`src/zbf_pkg.sv`:
```
package zbf_pkg;

   localparam int DEF_MAX_WIDTH  = 256;
   localparam int DEF_MAX_HEIGHT = 256;

   // Field widths sized for the largest supported screen (4096 x 4096).
   localparam int COORD_W = 12;
   localparam int DIM_W   = 13;
   localparam int ADDR_W  = 24;

   localparam int DIV_W     = 25;
   localparam int DEN_W     = 17;
   localparam int DIV_CNT_W = 5;
   localparam int DEPTH_SHIFT = 8;

   localparam int QUEUE_DEPTH = 2;

   localparam logic [1:0] ACT_DRAW  = 2'd0;
   localparam logic [1:0] ACT_FRAME = 2'd1;
   localparam logic [1:0] ACT_READ  = 2'd2;

   localparam logic [1:0] CSR_WIDTH  = 2'd0;
   localparam logic [1:0] CSR_HEIGHT = 2'd1;
   localparam logic [1:0] CSR_MODE   = 2'd2;

   typedef enum logic [2:0] {
      CMD_SPAN,
      CMD_REJECT,
      CMD_FRAME,
      CMD_READ,
      CMD_NOP
   } cmd_op_type;

   typedef struct packed {
      cmd_op_type          op;
      logic [31:0]         d1;
      logic [31:0]         d2;
      logic [31:0]         step;
      logic [15:0]         adv;
      logic [COORD_W-1:0]  x_lo;
      logic [COORD_W-1:0]  x_hi;
      logic [ADDR_W-1:0]   base;
      logic [15:0]         color;
      logic [DIM_W-1:0]    w;
      logic [DIM_W-1:0]    h;
   } cmd_type;

   typedef enum logic [1:0] {
      F_IDLE,
      F_DIV,
      F_PUSH
   } front_state_type;

   typedef enum logic [3:0] {
      B_IDLE,
      B_SETUP,
      B_PREP,
      B_SPAN,
      B_DRAIN,
      B_CLEAR,
      B_READ,
      B_RDATA,
      B_RESULT
   } back_state_type;

   function automatic logic [DIM_W-1:0] clamp_dim(input logic [8:0] v, input int maxv);
      logic [DIM_W-1:0] r;
      if (v == 9'd0) begin
         r = DIM_W'(1);
      end else if (int'(v) > maxv) begin
         r = DIM_W'(maxv);
      end else begin
         r = DIM_W'(v);
      end
      return r;
   endfunction

endpackage

```
`src/zbf_queue.sv`:
```
module zbf_queue #(
   parameter int DEPTH = zbf_pkg::QUEUE_DEPTH
) (
   input  logic             clock,
   input  logic             reset,
   input  logic             push,
   input  zbf_pkg::cmd_type data_in,
   output logic             full,
   input  logic             pop,
   output zbf_pkg::cmd_type data_out,
   output logic             empty
);
   import zbf_pkg::*;

   localparam int PW = (DEPTH > 1) ? $clog2(DEPTH) : 1;
   localparam int CW = $clog2(DEPTH + 1);

   cmd_type         slot_ff [DEPTH];
   logic [PW-1:0]   wr_ptr_ff, rd_ptr_ff;
   logic [CW-1:0]   count_ff;

   assign full     = (count_ff == CW'(DEPTH));
   assign empty    = (count_ff == '0);
   assign data_out = slot_ff[rd_ptr_ff];

   always_ff @(posedge clock) begin
      if (reset) begin
         wr_ptr_ff <= '0;
         rd_ptr_ff <= '0;
         count_ff  <= '0;
      end else begin
         if (push) begin
            wr_ptr_ff <= (wr_ptr_ff == PW'(DEPTH - 1)) ? '0 : wr_ptr_ff + PW'(1);
         end
         if (pop) begin
            rd_ptr_ff <= (rd_ptr_ff == PW'(DEPTH - 1)) ? '0 : rd_ptr_ff + PW'(1);
         end
         if (push && !pop) begin
            count_ff <= count_ff + CW'(1);
         end else if (pop && !push) begin
            count_ff <= count_ff - CW'(1);
         end
      end
   end

   always_ff @(posedge clock) begin
      if (push) begin
         slot_ff[wr_ptr_ff] <= data_in;
      end
   end

endmodule

```
`config.mk`:
```
export PLATFORM = sky130hd
export DESIGN_NAME = zbf_queue
export DESIGN_NICKNAME = d
export VERILOG_FILES = /design/src/zbf_pkg.sv /design/src/zbf_queue.sv
export SDC_FILE = /design/constraint.sdc
export NUM_CORES = 1
export LEC_CHECK = 0
export ABC_AREA = 1
export BUFFER_PORTS_ARGS = -buffer_cell sky130_fd_sc_hd__buf_2
export CORE_UTILIZATION = 52
export CTS_CLUSTER_SIZE = 30
export DETAILED_ROUTE_END_ITERATION = 10
export PLACE_DENSITY = 0.91
export SKIP_CTS_REPAIR_TIMING = 1
export SLEW_MARGIN = 20
export SYNTH_ARGS = -nofsm -noshare
export SYNTH_HDL_FRONTEND = slang
export SYNTH_SLANG_ARGS = --single-unit
```
`constraint.sdc`:
```
create_clock -name clock -period 13.5 [get_ports clock]
set_input_delay 0.675 -clock clock [delete_from_list [all_inputs] [get_ports clock]]
set_output_delay 0.675 -clock clock [all_outputs]
set_load 0.1 [all_outputs]
```
==> impl_metrics.env <==
export IMPL_status="finished, final reports clean"
export IMPL_synthCells=671
export IMPL_area_growth_pct=24.1
export IMPL_die_h_um=175
export IMPL_grt_max_degree=135
export IMPL_synth_seq_cells=415
export IMPL_crit_required_ps=12820
export IMPL_post_synth_cell_area_avg_um2=23.3
export IMPL_ioPinCount=416
export IMPL_finClkSkew_ps=19.6
export IMPL_yosysWarnings=0
export IMPL_first_pass_iters=4
export IMPL_criticalPathCategory="flop to output pin"
export IMPL_setup_viol=0
export IMPL_hold_violations=0
export IMPL_endpoint_kind="output pin"
export IMPL_power_density_mw_per_mm2=175
export IMPL_ys_types=16
export IMPL_most_common_layout_cells="buf_2, edfxtp_1, mux2_4"
export IMPL_crit_arrival_ps=3800
export IMPL_core_area_mm2=0.0296
export IMPL_row_count=63
export IMPL_drtIter0Drc=477
export IMPL_timing_setup_tns_ps=0
export IMPL_clk_pin_slew_ps=60
export IMPL_cts_root_buf="clkbuf_16"
export IMPL_viasPerCell=5.16
export IMPL_clk_latency_ps=520
export IMPL_fin_crit_sh_pct=33.2
export IMPL_dieArea_mm2=0.0308
export IMPL_fill_cells=1973
export IMPL_hpwl_mm=21.4
export IMPL_final_common_cell="buf_2"
export IMPL_max_freq_ghz=0.223
export IMPL_grtUsageTotal_pct=19.8
export IMPL_peakVddDrop_v=0.000141
export IMPL_hold_slack_ps=336
export IMPL_wirelength_mm=31.6
export IMPL_ant_nets=0
export IMPL_netlist_area_mm2=0.0156
export IMPL_hold_path_class="input pin to flop"
export IMPL_post_drt_wl_per_cell_um=20.5
export IMPL_grt_pass1_wl_mm=46.0
export IMPL_period_needed_ps=4480
export IMPL_clkSinkCount=415
export IMPL_drc_errors=0
export IMPL_cts_buffer_depth=3
export IMPL_slew_violations=0
export IMPL_cts_tree="yes"
export IMPL_synth_fp_nets=881
export IMPL_ys_seq_area_share_pct=79.4
export IMPL_reg2reg_depth=3
export IMPL_initial_core_util_pct=52.8
export IMPL_vias=7955
export IMPL_antenna_found_initial=4
export IMPL_start_kind="flop"
export IMPL_die_x_um=175
export IMPL_gp_congestion=0.828
export IMPL_fin_nets=1324
export IMPL_cellLeakagePower_nw=7.64
export IMPL_drive_gt1_share_pct=60.0
export IMPL_port_buffers=415
export IMPL_rsz0062_at_grt="no"
export IMPL_cts_buffers=42
export IMPL_overflow=0
export IMPL_worst_slew_pin_slew_ps=1120
export IMPL_worstPathMaxFanout=57
export IMPL_cts_htree_levels=2
export IMPL_grt_pass1_vias=8305
export IMPL_hold_depth=1
export IMPL_cap_violations=0
export IMPL_relSlewSlack_pct=25.0
[per-layer routing]
metal,global-route usage (%),part of all wire (%),up-vias
li1,-,-,3551
met1,21.5,35,3964
met2,36.3,54,371
met3,5.67,7.8,67
met4,7.36,2.9,2
met5,0,0.041,-
[registers in the layout (all words and copies together) (netlist names), named ones only]
signal	count
rd_ptr_ff	1
slot_ff	410
count_ff	2
wr_ptr_ff	1
[worst max-delay path, stage by stage (launching register included)]
cell and delay, ps:
dfxtp_4 740, buf_4 760, buf_4 840, mux2_4 310, buf_2 430
[final cells by class]
class | instances | area, um2 | share of cell area [%]
Antenna cell | 3 | 7.51 | 0.0387
Clock buffer | 54 | 1160 | 5.97
Clock inverter | 24 | 196 | 1.01
Inverter | 9 | 41.3 | 0.213
Multi-Input combinational cell | 224 | 2970 | 15.3
Sequential cell | 415 | 12400 | 64.0
Tap cell | 390 | 488 | 2.51
Timing Repair Buffer | 422 | 2130 | 11.0
[cell families (layout without fill, tap and decap cells)]
| logic type | Yosys count | after routing | share of synthesized area [%] |
|---|---|---|---|
| and+or+nand+nor | 15 | 15 | 0.392 |
| AOI/OAI and AO/OA | 2 | 2 | 0.0639 |
| other | 0 | 3 | 0 |
| DFF | 415 | 415 | 79.4 |
| muxes | 205 | 205 | 18.4 |
| xor gates and xnor gates | 1 | 1 | 0.0560 |
| buffers and inverters | 32 | 509 | 1.67 |
| adders and majority gates | 1 | 1 | 0.0800 |
[final timing paths]
path / from / end / slack (ps)
min: data_in[75] / slot_ff[0][75]$_DFFE_PP_ / 340
min reg2reg: wr_ptr_ff$_SDFFE_PP0P_ / wr_ptr_ff$_SDFFE_PP0P_ / 550
max reg2reg: wr_ptr_ff$_SDFFE_PP0P_ / slot_ff[1][84]$_DFFE_PP_ / 11010
max: flop / data_out[93] / 9020
[power breakdown]
group	leakage (nW)	switching (mW)	internal (mW)
clock	0.663	0.454	0.665
sequential	3.89	0.0245	1.50
combinational	3.09	0.598	0.160
total	7.64	1.08	2.32
[cells in the mapped netlist]
library cell / count / area, um2
nor3_1: 1 / 5.00
nand3_1: 1 / 5.00
nand2_1: 5 / 18.8
ha_1: 1 / 12.5
nor2_1: 7 / 26.3
mux2_2: 55 / 619
nand4_1: 1 / 6.26
xnor2_1: 1 / 8.76
mux2_4: 150 / 2250
buf_2: 5 / 25.0
a21oi_1: 1 / 5.00
buf_6: 18 / 203
edfxtp_1: 410 / 12300
dfxtp_1: 5 / 100
o21ai_0: 1 / 5.00
inv_1: 9 / 33.8
[metrics by stage]
stage / utilization, % / cells / power, mW / area, um2 / setup slack [ps]
5_1_grt: 65.5 / 1540 / 3.49 / 19400 / 8870
3_5_place_dp: 60.9 / 1460 / 2.31 / 18000 / 9580
2_1_floorplan: - / 671 / 2.20 / 15600 / 3440
6_report: 65.5 / 1541 / 3.40 / 19400 / 9020
3_3_place_gp: 60.9 / 1460 / 2.29 / 18000 / 9670
4_1_cts: 65.5 / 1538 / 3.42 / 19400 / 9000
Power figures use the tool's default switching activity.
