## src/zbf_pkg.sv

```systemverilog
package zbf_pkg;

   localparam int DEF_MAX_WIDTH  = 256;
   localparam int DEF_MAX_HEIGHT = 256;

   // Field widths sized for the largest supported screen (4096 x 4096).
   localparam int COORD_W = 12;
   localparam int DIM_W   = 13;
   localparam int ADDR_W  = 24;

   localparam int DIV_W     = 25;
   localparam int DEN_W     = 17;
   localparam int DIV_CNT_W = 5;
   localparam int DEPTH_SHIFT = 8;

   localparam int QUEUE_DEPTH = 2;

   localparam logic [1:0] ACT_DRAW  = 2'd0;
   localparam logic [1:0] ACT_FRAME = 2'd1;
   localparam logic [1:0] ACT_READ  = 2'd2;

   localparam logic [1:0] CSR_WIDTH  = 2'd0;
   localparam logic [1:0] CSR_HEIGHT = 2'd1;
   localparam logic [1:0] CSR_MODE   = 2'd2;

   typedef enum logic [2:0] {
      CMD_SPAN,
      CMD_REJECT,
      CMD_FRAME,
      CMD_READ,
      CMD_NOP
   } cmd_op_type;

   typedef struct packed {
      cmd_op_type          op;
      logic [31:0]         d1;
      logic [31:0]         d2;
      logic [31:0]         step;
      logic [15:0]         adv;
      logic [COORD_W-1:0]  x_lo;
      logic [COORD_W-1:0]  x_hi;
      logic [ADDR_W-1:0]   base;
      logic [15:0]         color;
      logic [DIM_W-1:0]    w;
      logic [DIM_W-1:0]    h;
   } cmd_type;

   typedef enum logic [1:0] {
      F_IDLE,
      F_DIV,
      F_PUSH
   } front_state_type;

   typedef enum logic [3:0] {
      B_IDLE,
      B_SETUP,
      B_PREP,
      B_SPAN,
      B_DRAIN,
      B_CLEAR,
      B_READ,
      B_RDATA,
      B_RESULT
   } back_state_type;

   function automatic logic [DIM_W-1:0] clamp_dim(input logic [8:0] v, input int maxv);
      logic [DIM_W-1:0] r;
      if (v == 9'd0) begin
         r = DIM_W'(1);
      end else if (int'(v) > maxv) begin
         r = DIM_W'(maxv);
      end else begin
         r = DIM_W'(v);
      end
      return r;
   endfunction

endpackage

```

## src/zbf_if.sv

```systemverilog
interface zbf_req_if;
   logic               valid;
   logic               ready;
   logic [1:0]         action;
   logic signed [15:0] row;
   logic signed [15:0] left_col;
   logic signed [15:0] right_col;
   logic signed [31:0] left_depth;
   logic signed [31:0] right_depth;
   logic [15:0]        fill_color;
   logic [7:0]         read_col;
   logic [7:0]         read_row;

   modport source (output valid, action, row, left_col, right_col, left_depth,
                   right_depth, fill_color, read_col, read_row, input ready);
   modport sink (input valid, action, row, left_col, right_col, left_depth,
                 right_depth, fill_color, read_col, read_row, output ready);
endinterface


```

## src/zbf_front.sv

```systemverilog
module zbf_front #(
   parameter int MAX_WIDTH  = zbf_pkg::DEF_MAX_WIDTH,
   parameter int MAX_HEIGHT = zbf_pkg::DEF_MAX_HEIGHT
) (
   input  logic             clock,
   input  logic             reset,
   zbf_req_if.sink          req_bus,
   input  logic             csr_we,
   input  logic [1:0]       csr_index,
   input  logic [8:0]       csr_wdata,
   output logic             q_push,
   output zbf_pkg::cmd_type q_data,
   input  logic             q_full
);
   import zbf_pkg::*;

   localparam int RW = $clog2(MAX_HEIGHT);

   front_state_type state_ff, state_in;
   logic [8:0]  width_ff;
   logic [8:0]  height_ff;
   logic        mode_ff;

   cmd_type                cmd_ff;
   logic [DIV_W-1:0]       dvd_ff;
   logic [DEN_W-1:0]       rem_ff;
   logic [DEN_W-1:0]       den_ff;
   logic                   neg_ff;
   logic [DIV_CNT_W-1:0]   cnt_ff;

   logic [DIM_W-1:0]   w, h;
   logic signed [16:0] y_s, x1_s, x2_s, w_s, h_s, den_s;
   logic signed [24:0] a_s, b_s, diff_s;
   logic               reject, accept;
   cmd_type            cmd_in;
   logic [DEN_W:0]     shifted;
   logic               q_bit;
   logic [DEN_W-1:0]   rem_in;
   logic [31:0]        q_ext;

   assign accept = req_bus.valid & req_bus.ready;

   always_comb begin
      w      = clamp_dim(width_ff, MAX_WIDTH);
      h      = clamp_dim(height_ff, MAX_HEIGHT);
      y_s    = {req_bus.row[15], req_bus.row};
      x1_s   = {req_bus.left_col[15], req_bus.left_col};
      x2_s   = {req_bus.right_col[15], req_bus.right_col};
      w_s    = $signed({4'b0, w});
      h_s    = $signed({4'b0, h});
      den_s  = x2_s - x1_s;
      a_s    = $signed({req_bus.left_depth[31], req_bus.left_depth[31:DEPTH_SHIFT]});
      b_s    = $signed({req_bus.right_depth[31], req_bus.right_depth[31:DEPTH_SHIFT]});
      diff_s = b_s - a_s;
      reject = (y_s < 0) || (x1_s == x2_s) || (y_s >= h_s) || (x1_s >= w_s) || (x2_s < 0);

      cmd_in      = '0;
      cmd_in.w    = w;
      cmd_in.h    = h;
      cmd_in.d1   = {{DEPTH_SHIFT{req_bus.left_depth[31]}}, req_bus.left_depth[31:DEPTH_SHIFT]};
      cmd_in.d2   = {{DEPTH_SHIFT{req_bus.right_depth[31]}},
                     req_bus.right_depth[31:DEPTH_SHIFT]};
      cmd_in.adv  = (x1_s < 0) ? 16'(-x1_s) : 16'd0;
      cmd_in.x_lo = (x1_s < 0) ? '0 : req_bus.left_col[COORD_W-1:0];
      cmd_in.x_hi = (x2_s >= w_s) ? COORD_W'(w - DIM_W'(1)) : req_bus.right_col[COORD_W-1:0];
      cmd_in.color = mode_ff ? req_bus.fill_color : {8'd0, req_bus.fill_color[7:0]};
      case (req_bus.action)
         ACT_DRAW: begin
            cmd_in.op   = reject ? CMD_REJECT : CMD_SPAN;
            cmd_in.base = ADDR_W'(req_bus.row[RW-1:0]) * ADDR_W'(MAX_WIDTH);
         end
         ACT_FRAME: cmd_in.op = CMD_FRAME;
         ACT_READ: begin
            // Reads outside the store answer zeros, handled as a no-op.
            if ((DIM_W'(req_bus.read_col) < DIM_W'(MAX_WIDTH)) &&
                (DIM_W'(req_bus.read_row) < DIM_W'(MAX_HEIGHT))) begin
               cmd_in.op = CMD_READ;
            end else begin
               cmd_in.op = CMD_NOP;
            end
            cmd_in.base = ADDR_W'(req_bus.read_row) * ADDR_W'(MAX_WIDTH)
                        + ADDR_W'(req_bus.read_col);
         end
         default: cmd_in.op = CMD_NOP;
      endcase
   end

   // Restoring divider on magnitudes, one quotient bit per cycle.
   always_comb begin
      shifted = {rem_ff, dvd_ff[DIV_W-1]};
      q_bit   = shifted >= {1'b0, den_ff};
      rem_in  = q_bit ? DEN_W'(shifted - {1'b0, den_ff}) : DEN_W'(shifted);
   end

   always_comb begin
      state_in = state_ff;
      unique case (state_ff)
         F_IDLE: begin
            if (accept) begin
               state_in = (cmd_in.op == CMD_SPAN) ? F_DIV : F_PUSH;
            end
         end
         F_DIV: begin
            if (cnt_ff == DIV_CNT_W'(DIV_W - 1)) begin
               state_in = F_PUSH;
            end
         end
         F_PUSH: begin
            if (!q_full) begin
               state_in = F_IDLE;
            end
         end
         default: state_in = F_IDLE;
      endcase
   end

   always_comb begin
      req_bus.ready = (state_ff == F_IDLE);
      q_push        = (state_ff == F_PUSH) && !q_full;
      q_ext         = 32'(dvd_ff);
      q_data        = cmd_ff;
      q_data.step   = neg_ff ? -q_ext : q_ext;
   end

   always_ff @(posedge clock) begin
      if (reset) begin
         state_ff  <= F_IDLE;
         width_ff  <= 9'd256;
         height_ff <= 9'd256;
         mode_ff   <= 1'b0;
      end else begin
         state_ff <= state_in;
         if (csr_we) begin
            case (csr_index)
               CSR_WIDTH:  width_ff  <= csr_wdata;
               CSR_HEIGHT: height_ff <= csr_wdata;
               CSR_MODE:   mode_ff   <= csr_wdata[0];
               default: ;
            endcase
         end
      end
   end

   always_ff @(posedge clock) begin
      if (state_ff == F_IDLE && accept) begin
         cmd_ff <= cmd_in;
         dvd_ff <= diff_s[24] ? DIV_W'(-diff_s) : DIV_W'(diff_s);
         den_ff <= den_s[16] ? DEN_W'(-den_s) : DEN_W'(den_s);
         neg_ff <= diff_s[24] ^ den_s[16];
         rem_ff <= '0;
         cnt_ff <= '0;
      end else if (state_ff == F_DIV) begin
         dvd_ff <= {dvd_ff[DIV_W-2:0], q_bit};
         rem_ff <= rem_in;
         cnt_ff <= cnt_ff + DIV_CNT_W'(1);
      end
   end

endmodule

```

## src/flat_wrapper.sv

```systemverilog
// flat-port wrapper written by rule: the top's interface ports become plain ports
module zbf_front_flat import zbf_pkg::*;
#(
   parameter int MAX_WIDTH  = zbf_pkg::DEF_MAX_WIDTH,
   parameter int MAX_HEIGHT = zbf_pkg::DEF_MAX_HEIGHT
)
  (clock, reset, csr_we, csr_index, csr_wdata, q_push, q_data, q_full, req_bus_valid, req_bus_action, req_bus_row, req_bus_left_col, req_bus_right_col, req_bus_left_depth, req_bus_right_depth, req_bus_fill_color, req_bus_read_col, req_bus_read_row, req_bus_ready);
  zbf_req_if req_bus_i ();
  input  logic clock;
  input  logic reset;
  input  logic csr_we;
  input  logic [1:0] csr_index;
  input  logic [8:0] csr_wdata;
  output logic q_push;
  output zbf_pkg::cmd_type q_data;
  input  logic q_full;
  input wire logic [$bits(req_bus_i.valid)-1:0] req_bus_valid;
  input wire logic [$bits(req_bus_i.action)-1:0] req_bus_action;
  input wire logic [$bits(req_bus_i.row)-1:0] req_bus_row;
  input wire logic [$bits(req_bus_i.left_col)-1:0] req_bus_left_col;
  input wire logic [$bits(req_bus_i.right_col)-1:0] req_bus_right_col;
  input wire logic [$bits(req_bus_i.left_depth)-1:0] req_bus_left_depth;
  input wire logic [$bits(req_bus_i.right_depth)-1:0] req_bus_right_depth;
  input wire logic [$bits(req_bus_i.fill_color)-1:0] req_bus_fill_color;
  input wire logic [$bits(req_bus_i.read_col)-1:0] req_bus_read_col;
  input wire logic [$bits(req_bus_i.read_row)-1:0] req_bus_read_row;
  output wire logic [$bits(req_bus_i.ready)-1:0] req_bus_ready;
  assign req_bus_i.valid = req_bus_valid;
  assign req_bus_i.action = req_bus_action;
  assign req_bus_i.row = req_bus_row;
  assign req_bus_i.left_col = req_bus_left_col;
  assign req_bus_i.right_col = req_bus_right_col;
  assign req_bus_i.left_depth = req_bus_left_depth;
  assign req_bus_i.right_depth = req_bus_right_depth;
  assign req_bus_i.fill_color = req_bus_fill_color;
  assign req_bus_i.read_col = req_bus_read_col;
  assign req_bus_i.read_row = req_bus_read_row;
  assign req_bus_ready = req_bus_i.ready;
  zbf_front #(.MAX_WIDTH(MAX_WIDTH), .MAX_HEIGHT(MAX_HEIGHT)) u_core (.clock(clock), .reset(reset), .req_bus(req_bus_i), .csr_we(csr_we), .csr_index(csr_index), .csr_wdata(csr_wdata), .q_push(q_push), .q_data(q_data), .q_full(q_full));
endmodule
```

## config.mk

```make
export PLATFORM = sky130hd
export DESIGN_NAME = zbf_front_flat
export DESIGN_NICKNAME = d
export VERILOG_FILES = /design/src/zbf_pkg.sv /design/src/zbf_if.sv /design/src/zbf_front.sv /design/src/flat_wrapper.sv
export SDC_FILE = /design/constraint.sdc
export NUM_CORES = 1
export LEC_CHECK = 0
export BUFFER_PORTS_ARGS = -buffer_cell sky130_fd_sc_hd__buf_2
export CELL_PAD_IN_SITES_DETAIL_PLACEMENT = 1
export CELL_PAD_IN_SITES_GLOBAL_PLACEMENT = 2
export CORE_ASPECT_RATIO = 0.8
export CORE_UTILIZATION = 28
export DETAILED_ROUTE_END_ITERATION = 16
export PLACE_DENSITY = 0.71
export SYNTH_ARGS = -nofsm -noshare
export SYNTH_HDL_FRONTEND = slang
export SYNTH_SLANG_ARGS = --single-unit
```

## constraint.sdc

```tcl
create_clock -name clock -period 18.7 [get_ports clock]
set_input_delay 2.805 -clock clock [delete_from_list [all_inputs] [get_ports clock]]
set_output_delay 2.805 -clock clock [all_outputs]
set_load 0.01 [all_outputs]
```

==> results.sh <==
export IMPL_max_slew_margin_pct=18.46
export IMPL_critPathLaunchType="input pin"
export IMPL_cts_hold_repair_buffers=0
export IMPL_syn_cell_area_um2=13780
export IMPL_post_synth_mux_area_share_pct=2.115
export IMPL_hold_path_class="reg -> reg"
export IMPL_antenna_violations_before_repair=6
export IMPL_detail_route_iter0_violations=478
export IMPL_signed_area_change_from_the_synthesized_netlist_to_the_final_layout_pct=22.88
export IMPL_critPathRequiredTime_ns=18.99
export IMPL_fmax_mhz=155.7
export IMPL_place_detailed_hpwl_um=32290
export IMPL_report_final_hold_viol_count=0
export IMPL_timing_setup_critical_path_class="in -> reg"
export IMPL_cp_end_kind="flop"
export IMPL_final_nets=1942
export IMPL_internal_power_uw=1128
export IMPL_netSwitchingPower_uw=525.5
export IMPL_globalRoute_totalOverflow=0
export IMPL_met1Wirelength_um=19650
export IMPL_synth_compound_area_share_pct=14.49
export IMPL_cts_inserted_buffers=28
export IMPL_uppermost_layer_routed="met5"
export IMPL_arrival_ns=6.71
export IMPL_cts_htree_levels=1
export IMPL_synth_lib_cells_used_distinct=76
export IMPL_grt_first_pass_wirelength_um=64380
export IMPL_cap_viol_max_count=0
export IMPL_fin_crit_sh_pct=34.34
export IMPL_synth_top_family_by_area="simple AND/OR/NAND/NOR gates"
export IMPL_syn_avg_cell_area_um2=10.05
export IMPL_floorplan_die_height_um=200.4
export IMPL_synth_edf_count=184
export IMPL_detail_route_drc_violations=0
export IMPL_post_cts_resize_count=0
export IMPL_yosys_area_share_xor_xnor_pct=7.245
export IMPL_grt_pass1_vias=11470
export IMPL_maximum_vdd_drop_uv=67.54
export IMPL_met3_wl_um=2584
export IMPL_rows=72
export IMPL_floorplan_initialDensity_pct=28.44
export IMPL_tritoncts="yes"
export IMPL_detail_route_antenna_nets=0
export IMPL_clk_root_buffer_cell="clkbuf_16"
export IMPL_multi_input_comb_area_um2=6641
export IMPL_synthCells=1371
export IMPL_p_leak_uw=0.007261
export IMPL_numPortBuffers=336
export IMPL_route_detailed_wl_per_inst_um=17.64
export IMPL_switching_share_pct=31.77
export IMPL_design_core_area_um2=48470
export IMPL_ys_warnings_count=0
export IMPL_post_route_cells_drive_above_1_share_pct=24.22
export IMPL_seqCellArea_um2=6386
export IMPL_dominantRegCellSynth="edfxtp_1"
export IMPL_path_clk_slew_ns=0.06
export IMPL_setup_total_negative_slack_ns=0
export IMPL_worst_slew_pin_transition_ns=1.223
export IMPL_report_final_setup_viol=0
export IMPL_timing_max_transition_violations_final=0
export IMPL_synth_simple_area_share_pct=14.88
export IMPL_yosys_area_share_adder_pct=8.970
export IMPL_powerDensity_nw_per_um2=97.66
export IMPL_share_comb_of_total_power_pct=25.7
export IMPL_cts_setup_buffers=0
export IMPL_track_usage_pct=16.02
export IMPL_postSynthRegisterBits=227
export IMPL_final_setup_skew_ns=0.03256
export IMPL_async_flop_share_pct=0
export IMPL_proportion_of_synthesized_chip_area_in_sequential_cells_pct=46.34
export IMPL_tritoncts_num_sinks=227
export IMPL_firstDrtPassIters=4
export IMPL_die_footprint_um2=50120
export IMPL_gpl_final_weighted_congestion=0.8437
export IMPL_share_seq_of_total_power_pct=39.7
export IMPL_rsz0062_at_grt="false"
export IMPL_crit_fanout=13
export IMPL_power_frac_clock_pct=34.6
export IMPL_pin_count_of_the_biggest_net_entering_global_routing=65
export IMPL_average_via_count_per_standard_cell=4.808
export IMPL_total_power_uw=1654
export IMPL_die_width_um=250.0
export IMPL_timing_final_crit_period_ns=6.422
export IMPL_pin_count=369
export IMPL_met2_wl_um=18190
export IMPL_drt_wl_total_um=41240
export IMPL_outcome="finished clean"
export IMPL_routed_via_count=11240
export IMPL_cts_root_to_sink_buffers=3
export IMPL_clkLatencyLatePin_ns=0.58
export IMPL_fillers=5634
==> Yosys cell counts (28+ instances only) <==
master      n  share of area [%]
a21o_1     33                1.8
a21oi_1    68                2.5
and2_1     30                1.4
buf_4      33                1.8
clkbuf_1   36               0.98
dfxtp_1    43                6.2
edfxtp_1  184                 40
ha_1       94                8.5
inv_1     108                2.9
mux2i_1    28                2.0
nand2_1   113                3.1
nor2_1    116                3.2
o21ai_0    79                2.9
xnor2_1    79                5.0
xor2_1     35                2.2
==> worst max-delay path, cell delays in order <==
cell,delay (ns)
buf_2,0.11
inv_1,0.05
ha_1,0.18
inv_1,0.06
fa_1,0.43
a211oi_2,0.31
o31ai_2,0.22
o2111ai_1,0.44
a31oi_1,0.19
o21a_1,0.21
o21a_1,0.19
o22ai_1,0.93
o21ai_0,0.27
xor2_1,0.21
o21ai_0,0.10
==> per-stage QoR <==
| stage | utilization, % | hold slack, ns | area, um^2 | setup WS, ns | instances |
|---|---|---|---|---|---|
| final | 34.94 | 0.4829 | 16940 | 12.28 | 2338 |
| after global routing | 34.93 | 0.5127 | 16930 | 11.94 | 2335 |
| after floorplan | - | 0.4454 | 13840 | 10.50 | 1386 |
| after global placement | 32.91 | 0.4657 | 15950 | 11.75 | 2282 |
| after detailed placement | 32.91 | 0.4853 | 15950 | 11.72 | 2282 |
| after CTS | 34.92 | 0.4936 | 16930 | 12.32 | 2334 |
==> routing by layer <==
metal / global-route usage (%) / up-vias
li1: - / 5510
met1: 22.21 / 5438
met2: 24.86 / 250
met3: 4.435 / 39
met4: 3.243 / 4
met5: 0 / -
==> final timing paths <==
path,startpoint,slack [ns],end,depth (start not counted)
max reg2reg,u_core.height_ff[4],14.70,u_core.state_ff[0],14
max,req_bus_right_depth[8],12.28,u_core.dvd_ff[17],15
min reg2reg,u_core.rem_ff[16],0.48,u_core.rem_ff[16],2
min,u_core.rem_ff[16],0.48,u_core.rem_ff[16],2
==> layout by cell type, fill, tap and decap left out, drive strengths merged, types with 5 or more instances in the layout <==
cell and n:
a22o 10, o21ai 83, nor2 116, o2111ai 5, or3 13, buf 341
nor3b 5, nor2b 12, o31ai 16, a31oi 8, xnor2 79, conb 16
nand4 17, a21oi 68, ha 94, and3 9, mux2i 28, dfxtp 43
a21o 33, or2 11, and2 30, edfxtp 184, nor4 15, nand2 113
o41ai 8, nand3 18, o21a 17, a21boi 6, clkinv 13, xor2 35
a211oi 10, clkbuf 36, o22ai 5, or4 5, nor3 26, nand2b 13
inv 108
==> power groups by stage <==
stage / Sequential, uW / Combinational [uW] / Clock, uW
finish: 656 / 425 / 572
global route: 665 / 471 / 610
global placement: 665 / 423 / 0
detailed placement: 668 / 430 / 0
CTS: 658 / 432 / 597
floorplan: 682 / 262 / 0
==> cell families after synthesis <==
group	count (synthesis)
simple gates	414
compound gates	305
flops	227
buf+inv	184
xor+xnor	114
fa+ha+maj	97
mux	29
other cells	1
==> state kept, by name (all words and copies together), names as in the netlist, 2 cells and up <==
name / flops
u_core.cnt_ff: 5
u_core.den_ff: 17
u_core.state_ff: 2
u_core.dvd_ff: 25
u_core.width_ff: 9
u_core.height_ff: 9
u_core.q_data: 141
u_core.rem_ff: 17
==> final cells by class <==
| cell class | count | area share, % |
|---|---|---|
| Antenna cell | 4 | 0.05911 |
| Clock inverter | 16 | 1.064 |
| Tap cell | 629 | 4.647 |
| Sequential cell | 227 | 37.71 |
| Timing Repair Buffer | 341 | 10.15 |
| Inverter | 110 | 2.468 |
| Clock buffer | 36 | 4.684 |
| Multi-Input combinational cell | 975 | 39.22 |
Note: power is estimated with default switching activity, not from simulation.
